File: src/rtl/piecewise_linear_table_interp_defines.svh
// Assertion macros for the piecewise linear interpolation block.
// Define NO_ASSERTIONS to compile them away.
`ifndef PIECEWISE_LINEAR_TABLE_INTERP_DEFINES_SVH
`define PIECEWISE_LINEAR_TABLE_INTERP_DEFINES_SVH
`ifndef NO_ASSERTIONS
`define PLTI_ASSERT(label, clk, rst, prop, msg) \
   label: assert property (@(posedge clk) disable iff (rst) prop) else $error(msg);
`define PLTI_ASSERT_NR(label, clk, prop, msg) \
   label: assert property (@(posedge clk) prop) else $error(msg);
`else
`define PLTI_ASSERT(label, clk, rst, prop, msg)
`define PLTI_ASSERT_NR(label, clk, prop, msg)
`endif
`endif

File: src/rtl/plti_pkg.sv
// Shared types and constants of the piecewise linear interpolation block.
// No dependencies.
`default_nettype none
package plti_pkg;
   localparam int TableDepth = 64;
   localparam int IdxW = 6;
   localparam int DataW = 32;
   localparam int LenW = 7;
   localparam logic [1:0] MODE_LOAD = 2'd0;
   localparam logic [1:0] MODE_VALUE = 2'd1;
   localparam logic [1:0] MODE_SLOPE = 2'd2;
   localparam logic [1:0] ST_OK = 2'd0;
   localparam logic [1:0] ST_EQUAL = 2'd1;
   localparam logic [1:0] ST_LOADED = 2'd2;
   localparam logic [0:0] REG_TABLE_LENGTH = 1'd0;
   // divider control between the top and the divider
   typedef struct packed {
      logic start;
      logic [48:0] num;
      logic [32:0] den;
   } div_req_type;
   typedef struct packed {
      logic done;
      logic signed [31:0] quot;
   } div_rsp_type;
endpackage
`default_nettype wire

File: src/rtl/plti_div.sv
// Restoring serial divider: signed 49-bit numerator by 33-bit divisor,
// truncated quotient saturated to 32 bits. Depends on plti_pkg.
`default_nettype none
module plti_div (
   input wire logic clock,
   input wire logic reset,
   input wire plti_pkg::div_req_type req,
   output plti_pkg::div_rsp_type rsp
);
   logic [48:0] quo_ff, quo_in;
   logic [32:0] rem_ff, rem_in;
   logic [32:0] den_ff, den_in;
   logic neg_ff, neg_in;
   logic busy_ff, busy_in;
   logic [5:0] cnt_ff, cnt_in;
   logic done_ff, done_in;
   logic [33:0] trial;
   logic [33:0] diff;
   logic [48:0] q_sat;

   assign trial = {rem_ff, quo_ff[48]};
   assign diff = trial - {1'b0, den_ff};

   // saturation of the final magnitude
   always_comb begin
      rsp.done = done_ff;
      if (neg_ff) begin
         q_sat = (quo_ff > 49'h80000000) ? 49'h80000000 : quo_ff;
         rsp.quot = 32'(49'd0 - q_sat);
      end else begin
         q_sat = (quo_ff > 49'h7FFFFFFF) ? 49'h7FFFFFFF : quo_ff;
         rsp.quot = q_sat[31:0];
      end
   end

   always_comb begin
      quo_in = quo_ff; rem_in = rem_ff; den_in = den_ff; neg_in = neg_ff;
      busy_in = busy_ff; cnt_in = cnt_ff; done_in = 1'b0;
      if (req.start) begin
         quo_in = req.num[48] ? 49'd0 - req.num : req.num;
         den_in = req.den[32] ? 33'd0 - req.den : req.den;
         neg_in = req.num[48] ^ req.den[32];
         rem_in = '0; busy_in = 1'b1; cnt_in = '0;
      end else if (busy_ff) begin
         // one quotient bit a cycle
         if (!diff[33]) begin
            rem_in = diff[32:0]; quo_in = {quo_ff[47:0], 1'b1};
         end else begin
            rem_in = trial[32:0]; quo_in = {quo_ff[47:0], 1'b0};
         end
         cnt_in = cnt_ff + 6'd1;
         if (cnt_ff == 6'd48) begin
            busy_in = 1'b0; done_in = 1'b1;
         end
      end
   end

   always_ff @(posedge clock) begin
      quo_ff <= quo_in; rem_ff <= rem_in; den_ff <= den_in; neg_ff <= neg_in;
      cnt_ff <= cnt_in;
      if (reset) begin
         busy_ff <= 1'b0; done_ff <= 1'b0;
      end else begin
         busy_ff <= busy_in; done_ff <= done_in;
      end
   end
endmodule
`default_nettype wire

File: config.mk
export PLATFORM = sky130hd
export DESIGN_NAME = plti_div
export DESIGN_NICKNAME = d
export VERILOG_FILES = /design/src/rtl/piecewise_linear_table_interp_defines.svh /design/src/rtl/plti_pkg.sv /design/src/rtl/plti_div.sv
export SDC_FILE = /design/constraint.sdc
export NUM_CORES = 1
export LEC_CHECK = 0
export ABC_AREA = 1
export BUFFER_PORTS_ARGS = -buffer_cell sky130_fd_sc_hd__clkbuf_2
export CORE_MARGIN = 5
export CORE_UTILIZATION = 40
export DETAILED_ROUTE_END_ITERATION = 10
export PLACE_DENSITY = 0.6
export SLEW_MARGIN = 25
export SYNTH_ARGS = -nofsm -noshare
export SYNTH_HDL_FRONTEND = slang
export SYNTH_SLANG_ARGS = --single-unit
File: constraint.sdc
create_clock -name clock -period 6.97 [get_ports clock]
set_input_delay 1.0455 -clock clock [delete_from_list [all_inputs] [get_ports clock]]
set_output_delay 1.0455 -clock clock [all_outputs]
set_load 0.02 [all_outputs]
==> impl_metrics.csv, run 1 <==
group,metric,value,unit
setup_path,criticalPathCategory,"reg -> out",
detailed_routing,avgRoutedWirePerCell,15.4,um
status,status,"completed",
cts,cts_root_buf,"clkbuf_16",
grt,gr-total-overflow,0,
yosys,synth-seq-cells,124,
grt,first_global_vias,10300,
yosys,synth_top_flop_cell,"edfxtp_1",
die,die_w,177,um
sta,fmax,0.198,GHz
sta,setup_violations,0,
die,num_io_pins,118,
pwr,peakVddDrop,154,uV
yosys,async_reset_ff_share,0,%
cells_and_area,n_antenna_cell,0,
detailed_routing,dr.pass1.iters,5,
yosys,synth_fp_nets,1782,
sta,final-max-slew-violation-count,0,
yosys,synthCells,1658,
setup_path,cp-start-kind,"register",
detailed_routing,wl,32500,um
cts,htreeDepth,4,
placed_design,port_buffers,117,
run,drv_cap,0,
sta,tns,0,ns
sta,rsz0062_at_grt,"no",
setup_path,endpoint_kind,"primary output",
grt,grt_pass1_wl,52800,um
cts,cts_inserted_buffers,17,
detailed_routing,viasPerCell,5.30,
placed_design,dp_slack,2.31,ns
cells_and_area,post-route-util,45.1,%
sta,hold_viol_final,0,
placed_design,dp_hpwl,24800,um
setup_path,arrival,4.00,ns
cts,cts_sinks,124,
cts,cts_resized,0,
pwr,p_leak,5.77,nW
cts,clk_pin_slew,0.06,ns
setup_path,crit_fanout,63,
yosys,yosysTopAreaCellShare,22.4,%
sta,slew_headroom,29.2,%
die,core,27600,um2
cts,cts_buffer_depth,2,
yosys,synth_area_leaders,"edfxtp_1 22%, nand2_1 14%, dfxtp_1 7.4%",
cells_and_area,drive_gt1_share,11.0,%
cts,cts_tree,"done",
die,start_util,40.3,%
cts,clk_latency,0.43,ns
detailed_routing,ant_nets,0,
sta,final.setup.worst_slack,1.92,ns
grt,antenna_found_initial,0,
placed_design,gp_congestion,0.909,
detailed_routing,drcViolationCount,0,
yosys,synth_edf_count,83,
min_path,hold_class,"reg -> reg",
die,fp-row-count,61,
yosys,synthMostInstantiatedCell,"nand2_1",
yosys,syn_area_per_cell,6.71,um2
yosys,ys_warn_count,0,
grt,grt_use_total,20.7,%
pwr,powerDensity,183,nW/um2
cells_and_area,nets,1845,
cells_and_area,final_cell_area,12500,um2
detailed_routing,num_vias,11200,
die,dieArea,31200,um2
placed_design,dpl-instance-area,11800,um2
sta,fin_skew,0.0101,ns
yosys,synth.distinct_cells,55,
sta,finalCritPeriodShare,72.4,%
setup_path,required,5.92,ns
yosys,syn_area,11100,um2
yosys,synthTopCellsByCount,"424 x nand2_1, 192 x nor2_1, 162 x inv_1",
cells_and_area,syn_to_final_growth,12.1,%
yosys,yosysTopAreaCell,"edfxtp_1",
grt,grt_max_degree,71,
sta,finalCriticalPeriod,5.05,ns
detailed_routing,drtIter0Drc,896,
yosys,ys_seq_area_share,29.8,%
cts,cts_hold_buf,0,
sta,worst_slew_pin_slew,1.06,ns
die,die-height,177,um
cts,post_cts_buffers,0,
==> routing by layer <==
metal | part of all wire, % | global-route usage [%] | wire length [um] | vias up
met3 | 5.0 | 3.05 | 1640 | 38
met4 | 2.2 | 5.71 | 727 | 0
met5 | 0 | 0 | 0 | -
met2 | 45 | 33.0 | 14600 | 326
met1 | 48 | 29.2 | 15600 | 5153
li1 | - | - | - | 5669
==> area by class of cell <==
type | count | area [um2]
sequential | 124 | 3310
inverter | 166 | 626
tap | 378 | 473
timing repair buffer | 120 | 608
clock buffer | 22 | 464
clock inverter | 10 | 165
multi-input combinational | 1292 | 6820
fill | 2958 | 15200
==> cell families (layout without fill, tap and decap cells) <==
group | Yosys count | in the layout | share of synthesized area (%)
AOI/OAI and AO/OA | 262 | 262 | 13.7
xor gates and xnor gates | 97 | 97 | 7.64
adders and majority gates | 39 | 39 | 4.45
buffers and inverters | 242 | 318 | 8.93
DFF | 124 | 124 | 29.8
and+or+nand+nor | 894 | 894 | 35.5
==> power breakdown <==
part           switching (mW)  internal [mW]
Sequential             0.0789          0.859
Combinational           0.260          0.132
Clock                   0.333          0.618
Total                   0.672           1.61
==> placed cells by master (no fill, tap or decap), types with 15 or more instances in the layout <==
cell type / instances
a21oi_1: 72
nand3b_1: 43
dfxtp_1: 41
clkbuf_2: 116
nor3_1: 35
xor2_1: 55
ha_1: 38
nand4_1: 15
nand3_1: 131
inv_1: 160
clkbuf_16: 17
nand2_1: 424
edfxtp_1: 83
o41ai_1: 24
xnor2_1: 42
nor2_1: 191
o21ai_1: 15
o21ai_0: 110
==> stage by stage <==
stage / cells / power [mW] / hold slack, ns
after global routing: 2112 / 2.39 / 0.487
final: 2112 / 2.28 / 0.471
after global placement: 2080 / 1.34 / 0.457
after floorplan: 1658 / 1.19 / 0.444
after CTS: 2112 / 2.30 / 0.469
after detailed placement: 2080 / 1.34 / 0.460
==> critical path: stages, from the launching register on <==
cell and delay, ns:
edfxtp_1 0.38, nor2_1 0.13, nand2_1 0.07, nor2_1 0.14, nand2_1 0.07, nor2_1 0.26, nand2_1 0.49, nand2_4 0.68
nand2_1 0.24, ha_1 0.32, nand2_1 0.19, nor2_4 0.10, nand2_2 0.07, a21oi_1 0.07, a21oi_1 0.17, clkbuf_2 0.19
==> flip-flops by register name (all words and copies together), names as in the netlist <==
name and count:
done_ff 1, busy_ff 1, quo_ff 49, rem_ff 33
neg_ff 1, cnt_ff 6, den_ff 33
==> path summary, 6_finish.rpt <==
path / depth (start not counted) / startpoint / end / slack, ns
max: 15 / quo_ff[40]$_DFFE_PP_ / rsp[12] / 1.92
min reg2reg: 2 / rem_ff[20]$_SDFFE_PP0P_ / rem_ff[20]$_SDFFE_PP0P_ / 0.47
max reg2reg: 12 / den_ff[12]$_DFFE_PP_ / quo_ff[0]$_DFFE_PP_ / 3.86
min: 2 / rem_ff[20]$_SDFFE_PP0P_ / rem_ff[20]$_SDFFE_PP0P_ / 0.47
(Power assumes the default switching activity.)
==> inputs of run 2 (changes only) <==
--- a/config.mk
+++ b/config.mk
@@ -5,12 +5,12 @@
 export SDC_FILE = /design/constraint.sdc
 export NUM_CORES = 1
 export LEC_CHECK = 0
-export ABC_AREA = 1
+export ABC_AREA = 0
 export BUFFER_PORTS_ARGS = -buffer_cell sky130_fd_sc_hd__clkbuf_2
 export CORE_MARGIN = 5
 export CORE_UTILIZATION = 40
 export DETAILED_ROUTE_END_ITERATION = 10
-export PLACE_DENSITY = 0.6
+export PLACE_DENSITY = 0.63
 export SLEW_MARGIN = 25
 export SYNTH_ARGS = -nofsm -noshare
 export SYNTH_HDL_FRONTEND = slang
==> constraint.sdc (replaced) <==
create_clock -name clock -period 4.1 [get_ports clock]
set_input_delay 0.615 -clock clock [delete_from_list [all_inputs] [get_ports clock]]
set_output_delay 0.615 -clock clock [all_outputs]
set_load 0.02 [all_outputs]
==> impl_metrics.csv, run 2 <==
group,metric,value,unit
run,drv_cap,0,
yosys,synth-seq-cells,124,
cells_and_area,n_fill_cell,2166,
detailed_routing,dr.pass1.iters,8,
sta,finalCritPeriodShare,120,%
setup_path,r2r_start,"quo_ff[48]$_DFFE_PP_",
yosys,yosysTopAreaCellShare,26.3,%
yosys,synth.distinct_cells,70,
detailed_routing,drtIter0Drc,757,
setup_path,crit_start,"quo_ff[18]$_DFFE_PP_",
cells_and_area,layout.cells.most_common_list,"132 x nand2_1, 121 x nor2_1, 94 x a21oi_1, 84 x clkbuf_2, 83 x edfxtp_1",
sta,tns,-16.34,ns
detailed_routing,num_vias,8924,
status,violations,"setup timing",
yosys,synthMostInstantiatedCell,"nand2_1",
setup_path,reg2reg_slack,0.53,ns
placed_design,port_buffers,117,
yosys,synth-xor-area-share,10.2,%
cells_and_area,drive_gt1_share,24.7,%
grt,grt_use_total,18.7,%
cells_and_area,n_antenna_cell,0,
status,status,"finished, violations left",
setup_path,endpoint_kind,"primary output",
setup_path,worstSetupEndpoint,"rsp[16]",
setup_path,path_cells,"or4_4 -> or3_4 -> or4_4 -> or4_4 -> o31ai_4 -> and2_4 -> nand2_4 -> ha_4 -> nand2_4 -> or3_4 -> nor2_1 -> nand2_1 -> o21ai_1 -> a222oi_1 -> o22a_2 -> clkbuf_8",
cts,cts_root_buf,"clkbuf_16",
sta,rsz0062_at_grt,"yes",
setup_path,required,3.48,ns
min_path,hold_class,"in -> reg",
pwr,p_leak,4.82,nW
sta,finalCriticalPeriod,4.91,ns
pwr,powerDensity,345,nW/um2
yosys,synth_area_leaders,"edfxtp_1 26%, dfxtp_1 8.7%, xor2_1 5.9%",
sta,final-max-slew-violation-count,0,
yosys,synthTopCellsByCount,"140 x nand2_1, 123 x nor2_1, 103 x a21oi_1",
yosys,synth_fp_nets,1272,
die,dieArea,26800,um2
die,die-height,164,um
yosys,synth_compound_area_share,22.9,%
cells_and_area,syn_to_final_growth,29.0,%
sta,fmax,0.204,GHz
pwr,p_sw,1.30,mW
setup_path,worst_path_max_delay_cell,"or4_4",
placed_design,dp_hpwl,18000,um
setup_path,crit_fanout,3,
sta,final.setup.worst_slack,-0.806,ns
yosys,ys_warn_count,0,
setup_path,criticalPathCategory,"reg -> out",
die,num_io_pins,118,
die,core,23400,um2
pwr,clockPowerShare,36.8,%
setup_path,crit_family,"simple AND/OR/NAND/NOR gates",
yosys,synth_edf_count,83,
die,die_w,164,um
grt,gr-total-overflow,0,
setup_path,crit_path_max_incr_delay,0.55,ns
grt,first_global_vias,8420,
yosys,synth_top_flop_cell,"edfxtp_1",
cts,clk_latency,0.41,ns
cts,htreeDepth,4,
cells_and_area,post-route-util,52.2,%
cells_and_area,multi_input_area,6150,um2
yosys,syn_area_per_cell,8.25,um2
pwr,switching_share,30.8,%
grt,grt_max_degree,174,
pwr,seq_power_share,37.0,%
placed_design,gp_congestion,0.897,
yosys,synth_top_family_by_area,"compound AO/OA/AOI/OAI gates",
cells_and_area,top_register,"quo_ff",
yosys,yosysTopAreaCell,"edfxtp_1",
detailed_routing,ant_nets,0,
setup_path,crit_path_frequent_cell,"or4_4",
yosys,ys_seq_area_share,35.0,%
detailed_routing,drcViolationCount,0,
setup_path,cp-start-kind,"register",
sta,fin_skew,0.0109,ns
cells_and_area,nets,1422,
sta,worst_slew_pin_slew,1.01,ns
setup_path,path_depth,16,
cells_and_area,mostFrequentLayoutCell,"nand2_1",
sta,slew_headroom,32.9,%
grt,antenna_found_initial,1,
sta,setup_violations,32,
pwr,peakVddDrop,229,uV
die,start_util,40.5,%
setup_path,reg2reg_to,"rem_ff[32]$_SDFFE_PP0P_",
pwr,combPwrFrac,26.2,%
setup_path,path_buf_inv,1,
detailed_routing,avgRoutedWirePerCell,15.7,um
sta,hold_viol_final,0,
cts,cts_inserted_buffers,17,
cts,cts_sinks,124,
yosys,syn_area,9470,um2
detailed_routing,viasPerCell,5.47,
yosys,synthSimpleGateAreaFrac,20.9,%
cts,cts_tree,"done",
yosys,synthCells,1148,
cells_and_area,largest_reg_flops,49,
cts,clk_pin_slew,0.06,ns
grt,grt_pass1_wl,41500,um
placed_design,dp_slack,-0.301,ns
setup_path,arrival,4.29,ns
yosys,async_reset_ff_share,0,%
cts,cts_hold_buf,0,
yosys,synthAdderAreaFrac,5.23,%
cells_and_area,largestRegisters,"quo_ff: 49 flops, den_ff: 33 flops, rem_ff: 33 flops",
pwr,internal_power,2.92,mW
cells_and_area,ff_latch_area,3310,um2
detailed_routing,wl,25600,um
cts,cts_buffer_depth,2,
setup_path,worstRegToRegCells,13,
yosys,synth.area.mux_share,0.542,%
die,fp-row-count,56,
==> run 2: cell count changes after synthesis, sizes merged, moves of 19 or more <==
cell    before  now
a21oi       72  103
a311oi       0   23
buf         48   13
clkbuf      28   58
inv        164   53
nand2      433  141
nand3      133   18
nand3b      43    4
nor2       200  123
nor3        40   21
o21ai      125   73
o31ai        4   26
==> run 2: cell families after synthesis <==
logic type | count (synthesis)
XOR/XNOR | 110
buffers and inverters | 124
AO/OA/AOI/OAI | 330
AND/OR/NAND/NOR | 416
multiplexers | 5
flip-flops | 124
adder cells (fa/ha/maj) | 39
==> run 2: layout make-up <==
class,instances,area share (%)
clock inverter,15,1.53
multi-input combinational,900,50.4
clock buffer,17,3.48
timing repair buffer,202,12.6
tap,319,3.27
sequential,124,27.1
inverter,53,1.63
==> run 2: layer usage <==
metal	global-route usage [%]	vias up	routed length, um
met5	0	-	13
met1	25.2	4113	11700
met3	2.84	48	1260
li1	-	4506	-
met4	5.99	2	531
met2	30.9	255	12100
==> run 2: metrics by stage <==
stage               total power, mW  hold WS, ns  cells  cell area [um2]
floorplan                      2.26        0.458   1148             9680
global placement               2.57        0.477   1581            10900
detailed placement             2.59        0.487   1581            10900
CTS                            4.21        0.349   1629            12000
global route                   4.44        0.367   1630            12200
finish                         4.22        0.371   1630            12200
==> run 2: power groups by stage <==
stage          registers (mW)  clock network (mW)  logic, mW
2_1_floorplan            1.57                   0      0.697
3_3_place_gp             1.58                   0      0.992
3_5_place_dp             1.58                   0       1.00
4_1_cts                  1.56                1.59       1.07
5_1_grt                  1.58                1.64       1.22
6_report                 1.56                1.55       1.10
==> run 2: worst reg2reg max path, stage by stage, from the launching register on <==
cell	delay (ns)
edfxtp_1	0.46
inv_1	0.07
ha_1	0.23
fa_1	0.41
nor2b_1	0.18
o2111ai_1	0.19
nand4_1	0.20
a21oi_1	0.15
a211oi_1	0.48
nor2_1	0.07
o21ai_0	0.36
nor4bb_1	0.34
o311ai_0	0.18
a21oi_1	0.18
==> run 2: how the worst min path moves through the flow <==
stage | startpoint | to | slack [ns] | cells after the start
after floorplan | cnt_ff[5]$_SDFFE_PP0P_ | cnt_ff[5]$_SDFFE_PP0P_ | 0.46 | 2
after global placement | cnt_ff[5]$_SDFFE_PP0P_ | cnt_ff[5]$_SDFFE_PP0P_ | 0.48 | 2
after detailed placement | rem_ff[1]$_SDFFE_PP0P_ | rem_ff[1]$_SDFFE_PP0P_ | 0.49 | 2
after CTS | reset | busy_ff$_SDFF_PP0_ | 0.35 | 2
after global routing | reset | busy_ff$_SDFF_PP0_ | 0.37 | 2
final | reset | busy_ff$_SDFF_PP0_ | 0.37 | 2
==> run 2: timing repair <==
action                                  in CTS  in global routing
resized for setup                           92                 60
cloned                                       0                  0
pin swaps                                    9                 19
endpoints found under the setup margin      32                 32
buffers inserted                            16                  4
